$ cat src/hdl/cdf_pkg.sv
// Shared types and constants for the checked frame to CAN deframer.
`default_nettype none
package cdf_pkg;

  localparam int ByteW  = 8;
  localparam int IdentW = 17;
  localparam int LenW   = 4;
  localparam int NumPay = 8;

  localparam logic [ByteW-1:0] LenMin  = 8'd4;
  localparam logic [ByteW-1:0] LenMax  = 8'd12;
  localparam logic [ByteW-1:0] LenOne  = 8'd1;
  localparam logic [LenW-1:0]  HdrLen  = 4'd4;
  localparam logic [ByteW-1:0] IdxHi   = 8'd1;
  localparam logic [ByteW-1:0] IdxLo   = 8'd2;
  localparam logic [2:0]       DataOfs = 3'd3;

  typedef enum logic [1:0] {
    PH_WAIT  = 2'd0,
    PH_FRAME = 2'd1,
    PH_HALT  = 2'd2,
    PH_SKIP  = 2'd3
  } phase_t;

  typedef struct packed {
    logic [IdentW-1:0]                can_ident;
    logic [LenW-1:0]                  data_len;
    logic [NumPay-1:0][ByteW-1:0]     payload;
  } result_t;

endpackage
`default_nettype wire

$ cat src/hdl/cdf_parser.sv
// Frame parser: phase, length, index, check and collected bytes; one byte per step.
`default_nettype none
module cdf_parser (
  input  wire logic                    clk,
  input  wire logic                    rst,
  input  wire logic                    step,
  input  wire logic [7:0]              rx_byte,
  input  wire logic                    chunk_end,
  output logic                         hit,
  output cdf_pkg::result_t             result
);

  cdf_pkg::phase_t phase, phase_next;
  logic [7:0] frame_length, frame_length_next;
  logic [7:0] byte_index, byte_index_next;
  logic [7:0] running_xor, running_xor_next;
  logic [7:0] ident_hi, ident_lo;
  logic [cdf_pkg::NumPay-1:0][7:0] data_store;
  logic       hi_we, lo_we, data_we;
  logic [8:0] idx_inc;
  logic [2:0] data_addr;
  logic [3:0] dlen;

  assign idx_inc   = {1'b0, byte_index} + 9'd1;
  assign data_addr = byte_index[2:0] - cdf_pkg::DataOfs;

  always_comb begin
    phase_next        = phase;
    frame_length_next = frame_length;
    byte_index_next   = byte_index;
    running_xor_next  = running_xor;
    hit     = 1'b0;
    hi_we   = 1'b0;
    lo_we   = 1'b0;
    data_we = 1'b0;
    case (phase)
      cdf_pkg::PH_WAIT: begin
        if (rx_byte == 8'd0) begin
          phase_next = cdf_pkg::PH_HALT;
        end else if (rx_byte < cdf_pkg::LenMin || rx_byte > cdf_pkg::LenMax) begin
          frame_length_next = rx_byte;
          byte_index_next   = 8'd1;
          phase_next = (rx_byte == cdf_pkg::LenOne) ? cdf_pkg::PH_WAIT : cdf_pkg::PH_SKIP;
        end else begin
          frame_length_next = rx_byte;
          byte_index_next   = 8'd1;
          running_xor_next  = rx_byte;
          phase_next        = cdf_pkg::PH_FRAME;
        end
      end
      cdf_pkg::PH_FRAME: begin
        if (idx_inc >= {1'b0, frame_length}) begin
          // check byte
          hit              = (rx_byte == running_xor);
          phase_next       = cdf_pkg::PH_WAIT;
          byte_index_next  = 8'd0;
          running_xor_next = 8'd0;
        end else begin
          if (byte_index == cdf_pkg::IdxHi) begin
            hi_we = 1'b1;
          end else if (byte_index == cdf_pkg::IdxLo) begin
            lo_we = 1'b1;
          end else begin
            data_we = 1'b1;
          end
          running_xor_next = running_xor ^ rx_byte;
          byte_index_next  = idx_inc[7:0];
        end
      end
      cdf_pkg::PH_SKIP: begin
        byte_index_next = idx_inc[7:0];
        if (idx_inc >= {1'b0, frame_length}) begin
          phase_next      = cdf_pkg::PH_WAIT;
          byte_index_next = 8'd0;
        end
      end
      default: begin
      end
    endcase
    if (chunk_end) begin
      phase_next        = cdf_pkg::PH_WAIT;
      frame_length_next = 8'd0;
      byte_index_next   = 8'd0;
      running_xor_next  = 8'd0;
    end
  end

  always_ff @(posedge clk) begin
    if (rst) begin
      phase        <= cdf_pkg::PH_WAIT;
      frame_length <= 8'd0;
      byte_index   <= 8'd0;
      running_xor  <= 8'd0;
    end else if (step) begin
      phase        <= phase_next;
      frame_length <= frame_length_next;
      byte_index   <= byte_index_next;
      running_xor  <= running_xor_next;
    end
  end

  // used bytes are rewritten before a frame's check, unused read zero, so no reset
  always_ff @(posedge clk) begin
    if (step && hi_we) begin
      ident_hi <= rx_byte;
    end
    if (step && lo_we) begin
      ident_lo <= rx_byte;
    end
    if (step && data_we) begin
      data_store[data_addr] <= rx_byte;
    end
  end

  assign dlen = frame_length[3:0] - cdf_pkg::HdrLen;

  always_comb begin
    result.can_ident = {1'b0, ident_hi, ident_lo} + 17'd1;
    result.data_len  = dlen;
    for (int k = 0; k < cdf_pkg::NumPay; k++) begin
      result.payload[k] = (4'(k) < dlen) ? data_store[k] : 8'd0;
    end
  end

endmodule
`default_nettype wire

$ cat src/hdl/xor_checked_frame_to_can_deframer_core.sv
// Top level: input register, frame parser and result register of the deframer.
//
// Input channel: rx_byte and chunk_end with in_valid / in_stall; one byte per
// transfer. Result channel: can_ident, data_len, payload0..7 with out_valid /
// out_stall; one transfer per frame whose check byte matches.
// A byte goes into the input register on its transfer and is parsed from
// there; the result of a good frame is loaded into the result register when
// its check byte is parsed. One byte per cycle is taken sustained while no
// good frame's check byte waits for the result register.
// A byte that completes no frame is parsed even while a result waits; a byte
// that completes a good frame waits in the input register until the result
// register is free, and in_stall rises meanwhile.
// chunk_end returns the parser to waiting for a length byte after its byte
// is handled; a frame cut off there is dropped.
// Reset (rst, synchronous) empties both registers and sets the parser to
// wait for a length byte. Bad checks and bad lengths give no output.
`default_nettype none
module xor_checked_frame_to_can_deframer_core (
  input  wire logic        clk,
  input  wire logic        rst,
  input  wire logic        in_valid,
  output logic             in_stall,
  input  wire logic [7:0]  rx_byte,
  input  wire logic        chunk_end,
  output logic             out_valid,
  input  wire logic        out_stall,
  output logic [16:0]      can_ident,
  output logic [3:0]       data_len,
  output logic [7:0]       payload0,
  output logic [7:0]       payload1,
  output logic [7:0]       payload2,
  output logic [7:0]       payload3,
  output logic [7:0]       payload4,
  output logic [7:0]       payload5,
  output logic [7:0]       payload6,
  output logic [7:0]       payload7
);

  logic       s1_valid;
  logic [7:0] s1_byte;
  logic       s1_last;
  logic       hit, advance, out_free, in_xfer;
  cdf_pkg::result_t result;
  cdf_pkg::result_t out_q;

  assign out_free = !out_valid || !out_stall;
  assign advance  = s1_valid && (!hit || out_free);
  assign in_stall = s1_valid && !advance;
  assign in_xfer  = in_valid && !in_stall;

  cdf_parser u_parser (
    .clk       (clk),
    .rst       (rst),
    .step      (advance),
    .rx_byte   (s1_byte),
    .chunk_end (s1_last),
    .hit       (hit),
    .result    (result)
  );

  always_ff @(posedge clk) begin
    if (rst) begin
      s1_valid <= 1'b0;
    end else begin
      s1_valid <= in_xfer || (s1_valid && !advance);
    end
  end

  always_ff @(posedge clk) begin
    if (in_xfer) begin
      s1_byte <= rx_byte;
      s1_last <= chunk_end;
    end
  end

  always_ff @(posedge clk) begin
    if (rst) begin
      out_valid <= 1'b0;
    end else if (advance && hit) begin
      out_valid <= 1'b1;
    end else if (!out_stall) begin
      out_valid <= 1'b0;
    end
  end

  always_ff @(posedge clk) begin
    if (advance && hit) begin
      out_q <= result;
    end
  end

  assign can_ident = out_q.can_ident;
  assign data_len  = out_q.data_len;
  assign payload0  = out_q.payload[0];
  assign payload1  = out_q.payload[1];
  assign payload2  = out_q.payload[2];
  assign payload3  = out_q.payload[3];
  assign payload4  = out_q.payload[4];
  assign payload5  = out_q.payload[5];
  assign payload6  = out_q.payload[6];
  assign payload7  = out_q.payload[7];

  a_hit_loads: assert property (@(posedge clk) disable iff (rst)
    (advance && hit) |=> out_valid)
    else $error("good frame did not reach the result register");

  a_len_range: assert property (@(posedge clk) disable iff (rst)
    out_valid |-> (data_len <= 4'd8 && can_ident != 17'd0))
    else $error("result length or identifier out of range");

  a_unused_zero: assert property (@(posedge clk) disable iff (rst)
    (out_valid && data_len == 4'd0) |-> (payload0 == 8'd0 && payload7 == 8'd0))
    else $error("unused payload byte not zero");

  a_no_overwrite: assert property (@(posedge clk) disable iff (rst)
    (out_valid && out_stall) |-> !(advance && hit))
    else $error("result overwritten while stalled");

endmodule
`default_nettype wire

$ cat config.mk
export PLATFORM = sky130hd
export DESIGN_NAME = xor_checked_frame_to_can_deframer_core
export DESIGN_NICKNAME = d
export VERILOG_FILES = /design/src/hdl/cdf_pkg.sv /design/src/hdl/cdf_parser.sv /design/src/hdl/xor_checked_frame_to_can_deframer_core.sv
export SDC_FILE = /design/constraint.sdc
export NUM_CORES = 1
export LEC_CHECK = 0
export BUFFER_PORTS_ARGS = -buffer_cell sky130_fd_sc_hd__buf_2
export CAP_MARGIN = 20
export CORE_ASPECT_RATIO = 1.2
export CORE_MARGIN = 2
export CORE_UTILIZATION = 55
export DETAILED_ROUTE_END_ITERATION = 7
export GPL_ROUTABILITY_DRIVEN = 0
export PLACE_DENSITY = 0.76
export SYNTH_ARGS = -nofsm -noshare
export SYNTH_HDL_FRONTEND = slang
export SYNTH_SLANG_ARGS = --single-unit
$ cat constraint.sdc
create_clock -name clk -period 11.2 [get_ports clk]
set_input_delay 2.24 -clock clk [delete_from_list [all_inputs] [get_ports clk]]
set_output_delay 2.24 -clock clk [all_outputs]
set_load 0.01 [all_outputs]
==> Word level (Yosys, flattened, before mapping) <==
Cells that the tools add are included.
{ "classes": {"add_sub_neg": 4, "mul": 0, "n_div": 0, "n_lt_le_gt_ge": 13, "n_eq_ne": 11, "shift": 0, "n_mux": 36, "n_bitwise": 1, "n_reduce_logical": 27} }
{ "op_table": {"columns": ["cell", "n"], "rows": [
  ["8-bit two-way mux", 11],
  ["64-bit bitwise mux", 1],
  ["8-bit one-hot mux with 2 select lines", 2],
  ["8-bit demux with 3-bit select", 1],
  ["16-bit by 1-bit adder with 17-bit output (second input constant)", 1],
  ["8-bit by 1-bit equality test with 1-bit output (second input constant)", 2],
  ["3-bit by 4-bit < comparator with 1-bit output (first input constant)", 4],
  ["1-bit two-way mux", 15],
  ["2-bit two-way mux", 5],
  ["8-bit by 1-bit adder with 9-bit output (second input constant)", 1],
  ["9-bit by 8-bit greater-or-equal comparator with 1-bit output", 1],
  ["3-bit AND reduction", 3],
  ["8-bit by 2-bit equality test with 1-bit output (second input constant)", 1],
  ["8-bit equality test", 1],
  ["8-bit by 4-bit greater-than comparator with 1-bit output (second input constant)", 1],
  ["1-bit logical AND", 8],
  ["8-bit logical NOT", 1],
  ["1-bit by 4-bit < comparator with 1-bit output (first input constant)", 2],
  ["2-bit by 4-bit < comparator with 1-bit output (first input constant)", 2],
  ["8-bit by 3-bit < comparator with 1-bit output (second input constant)", 1],
  ["8-bit bitwise XOR", 1],
  ["3-bit inequality test (second input constant)", 2],
  ["3-bit nonzero test", 2],
  ["1-bit logical NOT", 5],
  ["15 further kinds", 18]
]} }
{ "totals": {"reg_bits": 202, "latchBits": 0, "ramBits": 0, "mem_bits_ro": 0, "word_cells": 120, "memories": 0} }

==> Logic depth before layout (Yosys ltp) <==
{ "depth": {"depth_word": 12, "ltp_mapped": 16, "ltp_nobuf": 13} }

==> By module <==
Synthesis repeated with hierarchy kept, for this count alone.
{ "hier_totals": {"cells_unflattened": 552, "area_unflattened_um2": 7940.1} }
{ "by_module_without_submodules": {"columns": ["module", "instances", "cells_per_inst", "area_each_um2", "seq_area_each_um2"], "rows": [
  ["cdf_parser", 1, 445, 5024.8, 2922.8],
  ["xor_checked_frame_to_can_deframer_core", 1, 107, 2915.3, 2862.7]
]} }

==> Worst setup path before layout <==
OpenSTA, ideal clock, no wires.
{ "synth_path": {"kind": "reg2reg", "start": "register u_parser.byte_index[0]", "end": "register out_q (netlist bit can_ident[0]) (enable)", "t_arrival_ns": 6.396, "t_required_ns": 10.643, "slack_ns": 4.247, "path_stages_with_launch": 15, "path_buffers": 1, "synth_period_minus_slack_ns": 6.953, "cell_sequence": "dfxtp_1 buf_2 inv_1 nor3_1 nand3_1 nor3_1 xor2_1 ha_1 o21ai_0 nor2_1 nand4_1 nand2_2 and4_1 nand2_1 a21oi_1"} }
{ "synth_between": {"elab_chain_cells": 8} }
{ "synth_rtl": {"columns": ["item", "line_no", "text"], "rows": [
  ["from (decl)", "cdf_parser.sv:15", "logic [7:0] byte_index, byte_index_next;"],
  ["from (signal assigned)", "cdf_parser.sv:97", "byte_index <= byte_index_next;"],
  ["8-bit by 1-bit adder with 9-bit output *", "cdf_parser.sv:24", "assign idx_inc = {1'b0, byte_index} + 9'd1;"],
  ["9-bit by 8-bit greater-or-equal comparator with 1-bit output *", "cdf_parser.sv:52", "if (idx_inc >= {1'b0, frame_length}) begin"],
  ["1-bit two-way mux *", "cdf_parser.sv:52", null],
  ["1-bit two-way mux *", "cdf_parser.sv:36", "case (phase)"],
  ["1-bit logical NOT", "xor_checked_frame_to_can_deframer_core.sv:47", "assign advance = s1_valid && (!hit || out_free);"],
  ["1-bit logical OR", "xor_checked_frame_to_can_deframer_core.sv:47", null],
  ["1-bit logical AND", "xor_checked_frame_to_can_deframer_core.sv:47", null],
  ["1-bit logical AND *", "xor_checked_frame_to_can_deframer_core.sv:87", "if (advance && hit) begin"],
  ["to (signal assigned)", "xor_checked_frame_to_can_deframer_core.sv:88", "out_q <= result;"],
  ["to (decl)", "xor_checked_frame_to_can_deframer_core.sv:44", "cdf_pkg::result_t out_q;"]
]} }
Every way passes the cells marked *; elsewhere a longest branch is shown, timed or not.
A chain may end at the register's enable or synchronous reset.

==> Worst setup path in the final report <==
{ "layout_path": {"start": "register u_parser.byte_index[0]", "end": "output port in_stall"} }
{ "layout_between": {"elab_chain_cells": 9} }
{ "layout_rtl": {"columns": ["item", "line_no", "text"], "rows": [
  ["8-bit by 1-bit adder with 9-bit output", "cdf_parser.sv:24", null],
  ["9-bit by 8-bit greater-or-equal comparator with 1-bit output", "cdf_parser.sv:52", null],
  ["1-bit two-way mux", "cdf_parser.sv:52", null],
  ["1-bit two-way mux", "cdf_parser.sv:36", null],
  ["1-bit logical NOT", "xor_checked_frame_to_can_deframer_core.sv:47", null],
  ["1-bit logical OR", "xor_checked_frame_to_can_deframer_core.sv:47", null],
  ["1-bit logical AND", "xor_checked_frame_to_can_deframer_core.sv:47", null],
  ["1-bit logical NOT", "xor_checked_frame_to_can_deframer_core.sv:48", "assign in_stall = s1_valid && !advance;"],
  ["1-bit logical AND", "xor_checked_frame_to_can_deframer_core.sv:48", null],
  ["to (decl)", "xor_checked_frame_to_can_deframer_core.sv:22", "output logic in_stall,"]
]} }
Every way passes these cells.

==> metrics.yaml <==
outcome: "completed"
synth_edf_count: 174
fin_crit_sh: 0.5300
cts_tree: "built"
clk_pin_slew_worst_paths_ns: 0.06
dr.pass1.iters: 4
endpoint_kind: "primary output"
fin_hold_ws_ns: 0.4712
htree_levels: 1
cp_cell_sequence: "inv_1 -> nor3_1 -> nand3_1 -> nor3_1 -> xor2_1 -> ha_1 -> o21ai_0 -> nor2_1 -> nand4_1 -> nand2_2 -> and4_1 -> nand4_1 -> inv_1 -> buf_2"
cp_slowest_cell: "dfxtp_1"
grt_usage: 0.1945
wirelength_um: 15220
core_um2: 14230
fillers: 1013
port_buffers: 99
grt-ovfl-total: 0
vias: 4764
clockRootBuffer: "clkbuf_16"
synth.ff_latch_count: 202
final_cell_mix: "edfxtp_1 (174), buf_2 (102), and2_1 (42), nor2b_1 (29)"
clkLatencyLatePin_ns: 0.47
ys.warnings.count: 0
antenna_found_initial: 0
rsz0062_at_grt: "false"
clock-sinks: 202
grt_pass1_vias: 4666
rows: 48
fin_cells: 857
min_period_ns: 5.936
fmax_mhz: 168.5
power.total_uw: 1440
netlist_top_cells_area: "edfxtp_1 (66%), dfxtp_1 (7.1%), and2_1 (3.3%), nor2b_1 (2.3%), ha_1 (2.2%)"
ys_types: 48
grt_max_degree: 86
nets: 698
tightest_slew_ns: 1.059
clockBufferDepth: 3
yosys.area.top_type: "edfxtp_1"
worstHoldStart: "u_parser.frame_length[4]$_SDFFE_PP0P_"
synth_top_cell_area_share: 0.6574
vias_per_cell: 5.559
multi_input_area_um2: 2029
drt-initial-drc-count: 365
ant_nets: 0
cp.required_ns: 8.96
ir_drop_uv: 91.44
dieWidth_um: 113.7
skew_ns: 0.009794
drive_above_1_share: 0.2053
drc_errors: 0
cts_made_buffers: 19
initial_utilization: 0.5584
area_growth_pct: 15.85
finalSetupViolCount: 0
top_level_ports: 100
hpwl_um: 10000
r2r-start: "u_parser.byte_index[0]$_SDFFE_PP0P_"
wl_per_cell_um: 17.76
critical_path_class: "reg -> out"
critPathMaxFanout: 16
syn-cell-area_um2: 7948
die-area_um2: 15430
postCtsSetupRepairBufs: 0
maxCapViolCount: 0
post-place-cells: 819
async_reset_ff_frac: 0
grt_pass1_wl_um: 23400
ctsHoldBuffers: 0
cts_resized: 0
critical-path-max-stage-delay_ns: 0.54
die_y_um: 135.7
netlist_instances: 555
hold_violations: 0
avgSynthCellArea_um2: 14.32
synth_flop_cell: "edfxtp_1"
p_per_area_nw_per_um2: 156.4
setup-tns-final_ns: 0
start_kind: "register"
report.final.slew_viol_count: 0
synth-seq-area-share: 0.7280
insertedDiodeCount: 0
relSlewSlack: 0.2941
syn_nets: 582
regArea_um2: 5786
crit_arrival_ns: 3.70
startpoint: "u_parser.byte_index[0]$_SDFFE_PP0P_"
hold_class: "reg -> reg"
power.leakage_uw: 0.003232
final_common_cell: "edfxtp_1"
through the flow:
stage               area (um^2)    util  setup WS (ns)
detailed placement         8638  0.6069          5.882
finish                     9208  0.6469          5.264
global placement           8623  0.6058          5.977
CTS                        9173  0.6444          5.308
floorplan                  7948       -          4.247
global route               9208  0.6469          5.018
layer usage:
layer  wire length (um)  part of all wire  track usage  vias up
met1               6022              0.40       0.2387     2277
li1                   -                 -            -     2260
met4                659             0.043      0.09485        0
met2               7728              0.51       0.3363      175
met3                814             0.053      0.03177       52
met5                  0                 0            0        -
synthesized netlist by cell type (6+ instances only):
master and instances:
nor3_1 14, clkbuf_1 8, nand2b_1 9, nand3b_1 7, nand4_1 11, inv_1 23, nand3_1 21, o21ai_1 6
and2_1 42, o21a_1 8, o21ai_0 16, edfxtp_1 174, nor2_1 15, ha_1 14, xnor2_1 16, a21oi_1 25
dfxtp_1 28, xor2_1 11, nor2b_1 29, nand2_1 28
state kept, by name, summed over array words and instances (netlist names), 8 cells and up:
| signal | flops |
|---|---|
| u_parser.data_store | 64 |
| can_ident | 17 |
| payload0 | 8 |
| payload1 | 8 |
| payload2 | 8 |
| payload3 | 8 |
| payload4 | 8 |
| payload5 | 8 |
| payload6 | 8 |
| payload7 | 8 |
| s1_byte | 8 |
| u_parser.byte_index | 8 |
| u_parser.frame_length | 8 |
| u_parser.ident_hi | 8 |
| u_parser.ident_lo | 8 |
| u_parser.running_xor | 8 |
cells by family (layout without fill, tap and decap cells):
group / Yosys count / in the layout / synth area share
buf+inv: 36 / 163 / 0.01810
flops: 202 / 202 / 0.7280
simple gates: 201 / 201 / 0.1439
fa+ha+maj: 14 / 14 / 0.02204
compound gates: 74 / 74 / 0.05699
xor+xnor: 27 / 27 / 0.02975
mux: 1 / 1 / 0.001259
where the power goes:
group	switching, uW	total [uW]	internal, uW
registers	19.8	841	821
clock network	246	556	310
logic	26.9	42.6	15.7
total	293	1440	1150
area by class of cell:
class	instances	area share
sequential	202	0.6283
timing repair buffer	108	0.06006
clock buffer	23	0.05327
clock inverter	9	0.004756
tap	175	0.02378
multi-input combinational	317	0.2204
inverter	23	0.009376
critical path, delay by kind of cell, from the launching register on:
family                     cells  cell delay [ns]
DFF                            1             0.54
xor gates and xnor gates       1             0.16
adders and majority gates      1             0.30
AOI/OAI and AO/OA              1             0.07
and+or+nand+nor                8             1.76
buffers and inverters          3             0.39
worst paths after layout:
path	endpoint	slack [ns]	depth (start not counted)
worst max-delay path	in_stall	5.26	14
worst min-delay path	u_parser.frame_length[4]$_SDFFE_PP0P_	0.47	2
worst max register to register	data_len[2]$_DFFE_PP_	6.87	14
worst min register to register	u_parser.frame_length[4]$_SDFFE_PP0P_	0.47	2
Power figures use the tool's default switching activity.
